`src/design/mexp_pkg.sv`:
```
package mexp_pkg;

	localparam int BASE_W      = 63;
	localparam int EXP_W       = 63;
	localparam int MOD_W       = 31;
	localparam int POWER_W     = 31;
	localparam int IN_TDATA_W  = 128;
	localparam int OUT_TDATA_W = 32;

	localparam int EXP_BITS_DEF = 64;
	localparam int MOD_BITS_DEF = 31;

	localparam logic [MOD_W-1:0] MOD_RESET = 31'd998244353;

	// Commands from the controller to the datapath.
	typedef struct packed {
		logic load;      // take a new operand beat and start reducing the base
		logic init;      // square <= reduced base, accumulator <= 1
		logic mul;       // form both products and start both reducers
		logic update;    // take reduced products, shift the exponent
		logic emit;      // load the result register
		logic emit_zero; // result is zero rather than the accumulator
	} cmd_t;

	// Status from the datapath to the controller.
	typedef struct packed {
		logic busy;      // a reducer is still running
		logic sq_zero;   // reduced base is zero
		logic mod_zero;  // modulus register holds zero
	} sts_t;

endpackage

```
`src/design/mexp_ctrl.sv`:
```
module mexp_ctrl #(
	parameter int EXP_BITS = mexp_pkg::EXP_BITS_DEF
) (
	input  logic           clk,
	input  logic           arst_n,
	input  logic           in_valid,
	output logic           in_ready,
	output logic           out_valid,
	input  logic           out_ready,
	input  mexp_pkg::sts_t sts,
	output mexp_pkg::cmd_t cmd
);

	localparam int BCW = $clog2(EXP_BITS);

	typedef enum logic [2:0] {
		ST_IDLE,
		ST_BASE,
		ST_MUL,
		ST_RED,
		ST_FIN
	} state_t;

	state_t         state_q;
	logic [BCW-1:0] bit_q;
	logic           zero_q;
	logic           out_valid_q;
	logic           can_emit;
	logic           last_bit;

	assign can_emit = !out_valid_q || out_ready;
	assign last_bit = (bit_q == BCW'(EXP_BITS - 1));

	always_comb begin
		cmd = '0;
		case (state_q)
			ST_IDLE: cmd.load = in_valid;
			ST_BASE: cmd.init = !sts.busy;
			ST_MUL:  cmd.mul = 1'b1;
			ST_RED:  cmd.update = !sts.busy;
			ST_FIN: begin
				cmd.emit      = can_emit;
				cmd.emit_zero = zero_q;
			end
			default: cmd = '0;
		endcase
	end

	always_ff @(posedge clk or negedge arst_n) begin
		if (!arst_n) begin
			state_q     <= ST_IDLE;
			bit_q       <= '0;
			zero_q      <= 1'b0;
			out_valid_q <= 1'b0;
		end else begin
			if (cmd.emit) begin
				out_valid_q <= 1'b1;
			end else if (out_valid_q && out_ready) begin
				out_valid_q <= 1'b0;
			end
			case (state_q)
				ST_IDLE: begin
					if (in_valid) begin
						state_q <= ST_BASE;
					end
				end
				ST_BASE: begin
					if (!sts.busy) begin
						bit_q <= '0;
						// A zero modulus or a base that it divides gives zero at once.
						if (sts.mod_zero || sts.sq_zero) begin
							zero_q  <= 1'b1;
							state_q <= ST_FIN;
						end else begin
							zero_q  <= 1'b0;
							state_q <= ST_MUL;
						end
					end
				end
				ST_MUL: state_q <= ST_RED;
				ST_RED: begin
					if (!sts.busy) begin
						if (last_bit) begin
							state_q <= ST_FIN;
						end else begin
							bit_q   <= bit_q + 1'b1;
							state_q <= ST_MUL;
						end
					end
				end
				ST_FIN: begin
					if (can_emit) begin
						state_q <= ST_IDLE;
					end
				end
				default: state_q <= ST_IDLE;
			endcase
		end
	end

	assign in_ready  = (state_q == ST_IDLE);
	assign out_valid = out_valid_q;

endmodule

```
`config.mk`:
```
export PLATFORM = sky130hd
export DESIGN_NAME = mexp_ctrl
export DESIGN_NICKNAME = d
export VERILOG_FILES = /design/src/design/mexp_pkg.sv /design/src/design/mexp_ctrl.sv
export SDC_FILE = /design/constraint.sdc
export NUM_CORES = 1
export LEC_CHECK = 0
export BUFFER_PORTS_ARGS = -buffer_cell sky130_fd_sc_hd__buf_2
export CORE_MARGIN = 2
export CORE_UTILIZATION = 42
export CTS_BUF_LIST = sky130_fd_sc_hd__clkbuf_8 sky130_fd_sc_hd__clkbuf_16
export DETAILED_ROUTE_END_ITERATION = 10
export HOLD_SLACK_MARGIN = 0.15
export PLACE_DENSITY = 0.64
export SLEW_MARGIN = 30
export SYNTH_ARGS = -nofsm -noshare
export SYNTH_HDL_FRONTEND = slang
export SYNTH_SLANG_ARGS = --single-unit
```
`constraint.sdc`:
```
create_clock -name clk -period 1.83 [get_ports clk]
set_input_delay 0.183 -clock clk [delete_from_list [all_inputs] [get_ports clk]]
set_output_delay 0.183 -clock clk [all_outputs]
set_load 0.1 [all_outputs]
```
==> metrics.cfg, run 1 <==
[hold_path]
min_path_type = in2reg

[logic_synthesis]
synth.yosys.warnings = 0
synth_sequential_area_ratio_pct = 41.35
synthDistinctLibCells = 31
synth_fp_nets = 80
syn_avg_cell_area_um2 = 9.245
synthCells = 72
synth-seq-cells = 11
mappedNetlistArea_um2 = 665.6

[global_route]
grt_met2_use_pct = 27.06
globalRouteOverflowTotal = 0
globalRoute.busiestLayer = met1
wire_length_of_the_first_global_routing_pass_um = 2677
initial_antenna_violation_count = 0
met3_usage_pct = 3.750
pin_count_of_the_biggest_net_entering_global_routing = 12
groute.usage.overall_pct = 18.86
grt_use_met1_pct = 27.82
first_global_vias = 610

[layout]
layout.cells.non_filler = 110
finish.instance_area_um2 = 947.2
layout.cells.most_common_list = sky130_fd_sc_hd__dfrtp_1 (10), sky130_fd_sc_hd__buf_2 (10), sky130_fd_sc_hd__buf_4 (6), sky130_fd_sc_hd__nor2_1 (5), sky130_fd_sc_hd__nand2_1 (5)
area_taken_by_flip_flops_and_latches_um2 = 276.5
num-fill-cells = 126
antenna_cells_inserted = 0
multi_input_area_um2 = 401.6
layout.nets = 103
layout-area-overhead-vs-synth_pct = 42.29
final_layout_size_suffix_gt1_share_pct = 39.36
final_core_utilization_pct = 63.61

[detailed_routing]
drt_pre_antenna_iters = 4
avgRoutedWirePerCell_um = 14.45
detailed_route_vias_per_instance = 5.636
dr.first_iter.drc_count = 17
route.antenna.remaining_nets = 0
post-route-drc-count = 0
postRouteWirelength_um = 1590
detailroute.via_count = 620

[sta]
final_period_minus_worst_setup_slack_ns = 1.778
final-max-slew-violation-count = 0
worst-slew-pin-transition_ns = 0.4856
grt_setup_unrepaired = no
worst_slew_margin_rel_pct = 67.85
fmax_mhz = 562.5
setup_violations = 0
hold_slack_ns = 0.2530
finalHoldViolCount = 0
final.period_utilization_pct = 97.14
clock_skew_ns = 0.003978

[setup_path]
crit_chain = or3b_4, or2_4, clkinvlp_4, buf_12
startpoint_type = flip-flop
crit_slowest_cell = sky130_fd_sc_hd__or3b_4
worst-endpoint-required_ns = 1.65
max_stage_delay_ns = 0.42
path_max_fanout = 6
crit_type = reg2out
arr_time_crit_path_ns = 1.59
worstSetupEndpointType = primary output

[cts]
post_cts.repair.setup_buffers = 0
clock_path_buffers = 2
clk_latency_ns = 0.24
h-tree-depth = 1
tritoncts = yes
clock-sinks = 11
cts_inserted_buffers = 3
clk_root_buffer_cell = sky130_fd_sc_hd__clkbuf_8
clock_pin_slew_reported_for_the_worst_setup_and_hold_paths_after_clock_tree_synthesis_ns = 0.05

[placement]
finalWeightedCongestion = 0.8461
dp_hpwl_um = 1178
placed_cells_incl_taps = 105
io_buffers = 14
placedInstanceArea_um2 = 890.9

[job]
maxCapViolCount = 0

[floorplanning]
die_x_um = 43.81
floorplan.core_area_um2 = 1489
die_h_um = 43.81
floorplan.rows = 14
floorplan.initialDensity_pct = 44.71
top_level_i_o_count = 15
dieArea_um2 = 1919

[power]
design_power_total_mw = 1.781
pwr_density_cell_nw_per_um2 = 1880
power.ir.vdd_worst_uv = 1220
power.static_leakage_nw = 0.4346

[run_status]
run_status = finished, final reports clean

## stage by stage
stage / setup slack [ns] / TNS, ns
global placement: 0.2276 / 0
finish: 0.05231 / 0
detailed placement: 0.1824 / 0
floorplan: -0.2454 / -0.2454
CTS: 0.02792 / 0
global route: 0.01492 / 0
## flip-flops by register name (all words and copies together) (netlist names)
name / cells
bit_q: 6
out_valid: 1
zero_q: 1
state_q: 3
## cell type report
type,instances,area share [%]
clock buffer,3,4.359
clock inverter,1,0.3963
inverter,4,1.982
multi-input combinational,54,42.40
sequential,11,29.19
tap,16,2.114
timing repair buffer,21,19.55
## critical path: cells and delay by family (launching register included)
kind	cells	cell delay (ns)
and+or+nand+nor	2	0.72
buffers and inverters	2	0.25
DFF	1	0.39
## cell families after synthesis
family / Yosys count / share of synthesized area, %
adder cells (fa/ha/maj): 1 / 1.879
buffers and inverters: 7 / 5.075
flip-flops: 11 / 41.35
multiplexers: 1 / 1.692
AO/OA/AOI/OAI: 17 / 19.93
AND/OR/NAND/NOR: 35 / 30.08
## Yosys cell counts
library cell	number	share of area (%)
sky130_fd_sc_hd__a41oi_1	1	1.3
sky130_fd_sc_hd__nand4_1	3	2.8
sky130_fd_sc_hd__nor2_1	5	2.8
sky130_fd_sc_hd__clkbuf_1	2	1.1
sky130_fd_sc_hd__and4_1	1	1.3
sky130_fd_sc_hd__or3b_4	1	1.7
sky130_fd_sc_hd__nor3_1	5	3.8
sky130_fd_sc_hd__nand3b_1	1	1.1
sky130_fd_sc_hd__or2_4	1	1.3
sky130_fd_sc_hd__o311ai_1	1	1.3
sky130_fd_sc_hd__buf_6	1	1.7
sky130_fd_sc_hd__ha_1	1	1.9
sky130_fd_sc_hd__a31oi_1	1	0.94
sky130_fd_sc_hd__and2_1	2	1.9
sky130_fd_sc_hd__nand3_1	2	1.5
sky130_fd_sc_hd__nor3b_1	3	3.4
sky130_fd_sc_hd__a2bb2oi_1	1	1.3
sky130_fd_sc_hd__a211o_1	1	1.3
sky130_fd_sc_hd__a21oi_1	3	2.3
sky130_fd_sc_hd__o31ai_1	1	1.1
sky130_fd_sc_hd__o22ai_1	1	0.94
sky130_fd_sc_hd__inv_1	4	2.3
sky130_fd_sc_hd__nor2b_1	2	1.9
sky130_fd_sc_hd__mux2_2	1	1.7
sky130_fd_sc_hd__nand2b_1	1	0.94
sky130_fd_sc_hd__and3_1	3	2.8
sky130_fd_sc_hd__o41ai_2	2	4.9
sky130_fd_sc_hd__a22o_2	1	1.5
sky130_fd_sc_hd__o21ai_0	4	3.0
sky130_fd_sc_hd__dfrtp_1	11	41
sky130_fd_sc_hd__nand2_1	5	2.8
## worst paths after layout
path                                               end                   start  cells after the start  slack [ns]
worst max-delay path                            cmd[2]  state_q[2]$_DFFE_PN0P_                      4        0.05
worst min-delay path             out_valid$_DFFE_PN0P_               out_ready                      3        0.25
worst max register to register    bit_q[0]$_DFFE_PN0P_    bit_q[0]$_DFFE_PN0P_                      5        0.17
worst min register to register   out_valid$_DFFE_PN0P_   out_valid$_DFFE_PN0P_                      2        0.52
max in group asynchronous       state_q[1]$_DFFE_PN0P_                  arst_n                      2        1.26
min in group asynchronous         bit_q[1]$_DFFE_PN0P_                  arst_n                      2        0.34
## metal layers
metal | wire length, um | vias up
li1 | - | 310
met1 | 808 | 295
met3 | 74 | 2
met2 | 697 | 13
met4 | 9 | 0
met5 | 0 | -
## where the power goes
group / switching [mW] / total [mW] / internal, mW
logic: 0.785 / 1.16 / 0.378
registers: 0.0621 / 0.379 / 0.317
clock network: 0.0914 / 0.239 / 0.147
total: 0.938 / 1.78 / 0.842
## what timing repair did
item                                    in CTS  in global routing
hold buffers                                 1                  0
hold endpoints to repair                    11                  0
endpoints found under the setup margin       0                  1
resized for setup                            0                  1
(Power assumes the default switching activity.)
==> inputs of run 2 (changes only) <==
REMOVE_ABC_BUFFERS = 1   (was default)
clock period = 1.81 ns   (was 1.83 ns; I/O delays follow)
==> metrics.cfg, run 2 (synthesis results as in run 1) <==
[detailed_routing]
postRouteWirelength_um = 1594
route.antenna.remaining_nets = 0
post-route-drc-count = 0
detailed_route_vias_per_instance = 5.637
avgRoutedWirePerCell_um = 14.11
detailroute.via_count = 637
route.layer.met1.wl_um = 677
dr.first_iter.drc_count = 15
drt_pre_antenna_iters = 4
wl_met2_um = 790
wl_met3_um = 120
highest-signal-layer = met4

[job]
maxCapViolCount = 0

[setup_path]
startpoint = state_q[2]$_DFFE_PN0P_
crit_type = reg2out
max_stage_delay_ns = 0.38
crit_chain = or3b_4, or2_4, inv_1, buf_12
crit-reg2reg-launch = bit_q[1]$_DFFE_PN0P_
crit_slowest_cell = sky130_fd_sc_hd__dfrtp_1
cpLargestDelayFamily = simple AND/OR/NAND/NOR gates
worstPathBufferInverterCount = 2
worst-endpoint-required_ns = 1.63
arr_time_crit_path_ns = 1.56
path_max_fanout = 4
startpoint_type = flip-flop
worstSetupEndpointType = primary output

[cts]
cts_inserted_buffers = 3
clock-sinks = 11
clk_latency_ns = 0.24
h-tree-depth = 1
clk_root_buffer_cell = sky130_fd_sc_hd__clkbuf_8
tritoncts = yes
clock_path_buffers = 2
clock_pin_slew_reported_for_the_worst_setup_and_hold_paths_after_clock_tree_synthesis_ns = 0.05

[layout]
final_layout_size_suffix_gt1_share_pct = 32.99
num-fill-cells = 143
layout-area-overhead-vs-synth_pct = 38.53
layout.nets = 106
area_taken_by_flip_flops_and_latches_um2 = 275.3
top_register = bit_q
layout_commonest_cell = sky130_fd_sc_hd__dfrtp_1
largest_register_ff_count = 6
multi_input_area_um2 = 356.6
finish.instance_area_um2 = 922.1
reg_top3 = bit_q (6), state_q (3)
antenna_cells_inserted = 0
layout.cells.most_common_list = sky130_fd_sc_hd__dfrtp_1 (11), sky130_fd_sc_hd__buf_2 (9), sky130_fd_sc_hd__buf_4 (9)

[hold_path]
min_path_type = in2reg
timing.hold.worst.start = out_ready

[floorplanning]
die_h_um = 43.81
dieArea_um2 = 1919
floorplan.initialDensity_pct = 44.71
floorplan.rows = 14
die_x_um = 43.81
top_level_i_o_count = 15
floorplan.core_area_um2 = 1489

[placement]
finalWeightedCongestion = 0.8440
post-place-ws_ns = 0.1220
placedInstanceArea_um2 = 857.1
dp_hpwl_um = 1115
io_buffers = 14

[power]
pwr_density_cell_nw_per_um2 = 1874
power.ir.vdd_worst_uv = 1228
design_power_total_mw = 1.728
power.static_leakage_nw = 0.4447
p_clk_share_pct = 14.0
power.switching_fraction_pct = 51.99
switching_power_mw = 0.8986
combPwrFrac_pct = 64.4
intPower_mw = 0.8297
flop_pwr_share_pct = 21.6

[sta]
grt_setup_unrepaired = no
finalSetupTns_ns = 0
worst-slew-pin-transition_ns = 0.4827
fmax_mhz = 574.4
final-max-slew-violation-count = 0
worst_slew_margin_rel_pct = 68.04
finalHoldViolCount = 0
setup_violations = 0
final_period_minus_worst_setup_slack_ns = 1.741
final.period_utilization_pct = 96.19
clock_skew_ns = 0.002181
worst_slack_ns = 0.06902

[global_route]
wire_length_of_the_first_global_routing_pass_um = 2497
groute.usage.overall_pct = 18.17
globalRouteOverflowTotal = 0
pin_count_of_the_biggest_net_entering_global_routing = 13
first_global_vias = 571
initial_antenna_violation_count = 0

[run_status]
run_status = finished, final reports clean

run 2: layout make-up:
class                   instances  share of cell area (%)
multi-input cells              54                   38.67
inverters                       4                   1.628
clock inverters                 1                  0.4071
clock buffers                   3                   4.478
repair buffers                 24                   22.80
flip-flops and latches         11                   29.85
well taps                      16                   2.171
run 2: worst reg2reg max path: stages, from the launching register on:
cell and delay (ns):
sky130_fd_sc_hd__dfrtp_1 0.42, sky130_fd_sc_hd__ha_1 0.24, sky130_fd_sc_hd__and4_1 0.24, sky130_fd_sc_hd__nand2_1 0.15, sky130_fd_sc_hd__mux2_2 0.35, sky130_fd_sc_hd__a22o_2 0.20
run 2: power groups by stage:
stage	registers [mW]	clock network, mW	logic [mW]
4_1_cts	0.372	0.246	1.10
6_report	0.373	0.243	1.11
2_1_floorplan	0.495	0	0.619
5_1_grt	0.381	0.259	1.17
3_3_place_gp	0.373	0	1.09
3_5_place_dp	0.375	0	1.09
run 2: metrics by stage:
stage	std cells	util [%]	hold slack, ns
after detailed placement	107	57.56	0.06391
after global routing	113	61.93	0.2644
after global placement	107	57.56	0.06143
final	113	61.93	0.2479
after floorplan	69	-	-0.1146
after CTS	112	61.26	0.2467
run 2: path summary, 6_finish.rpt:
path                       depth (start not counted)  slack [ns]                    end
setup / recovery                                   4        0.07                 cmd[2]
hold / removal                                     3        0.25  out_valid$_DFFE_PN0P_
setup reg to reg                                   5        0.09   bit_q[0]$_DFFE_PN0P_
hold reg to reg                                    2        0.52     zero_q$_DFFE_PN0P_
max in group asynchronous                          2        1.27   bit_q[2]$_DFFE_PN0P_
min in group asynchronous                          2        0.34  out_valid$_DFFE_PN0P_
run 2: timing repair:
item                                    in CTS  in global routing
endpoints found under the setup margin       0                  2
buffers inserted                             0                  1
hold buffers                                 1                  0
endpoints found under the hold margin       11                  0
gates resized for setup                      0                  1
run 2: routing by layer:
metal,vias up,global-route usage (%)
met2,27,28.24
met3,2,7.500
met5,-,0
li1,320,-
met4,0,5.455
met1,288,23.00
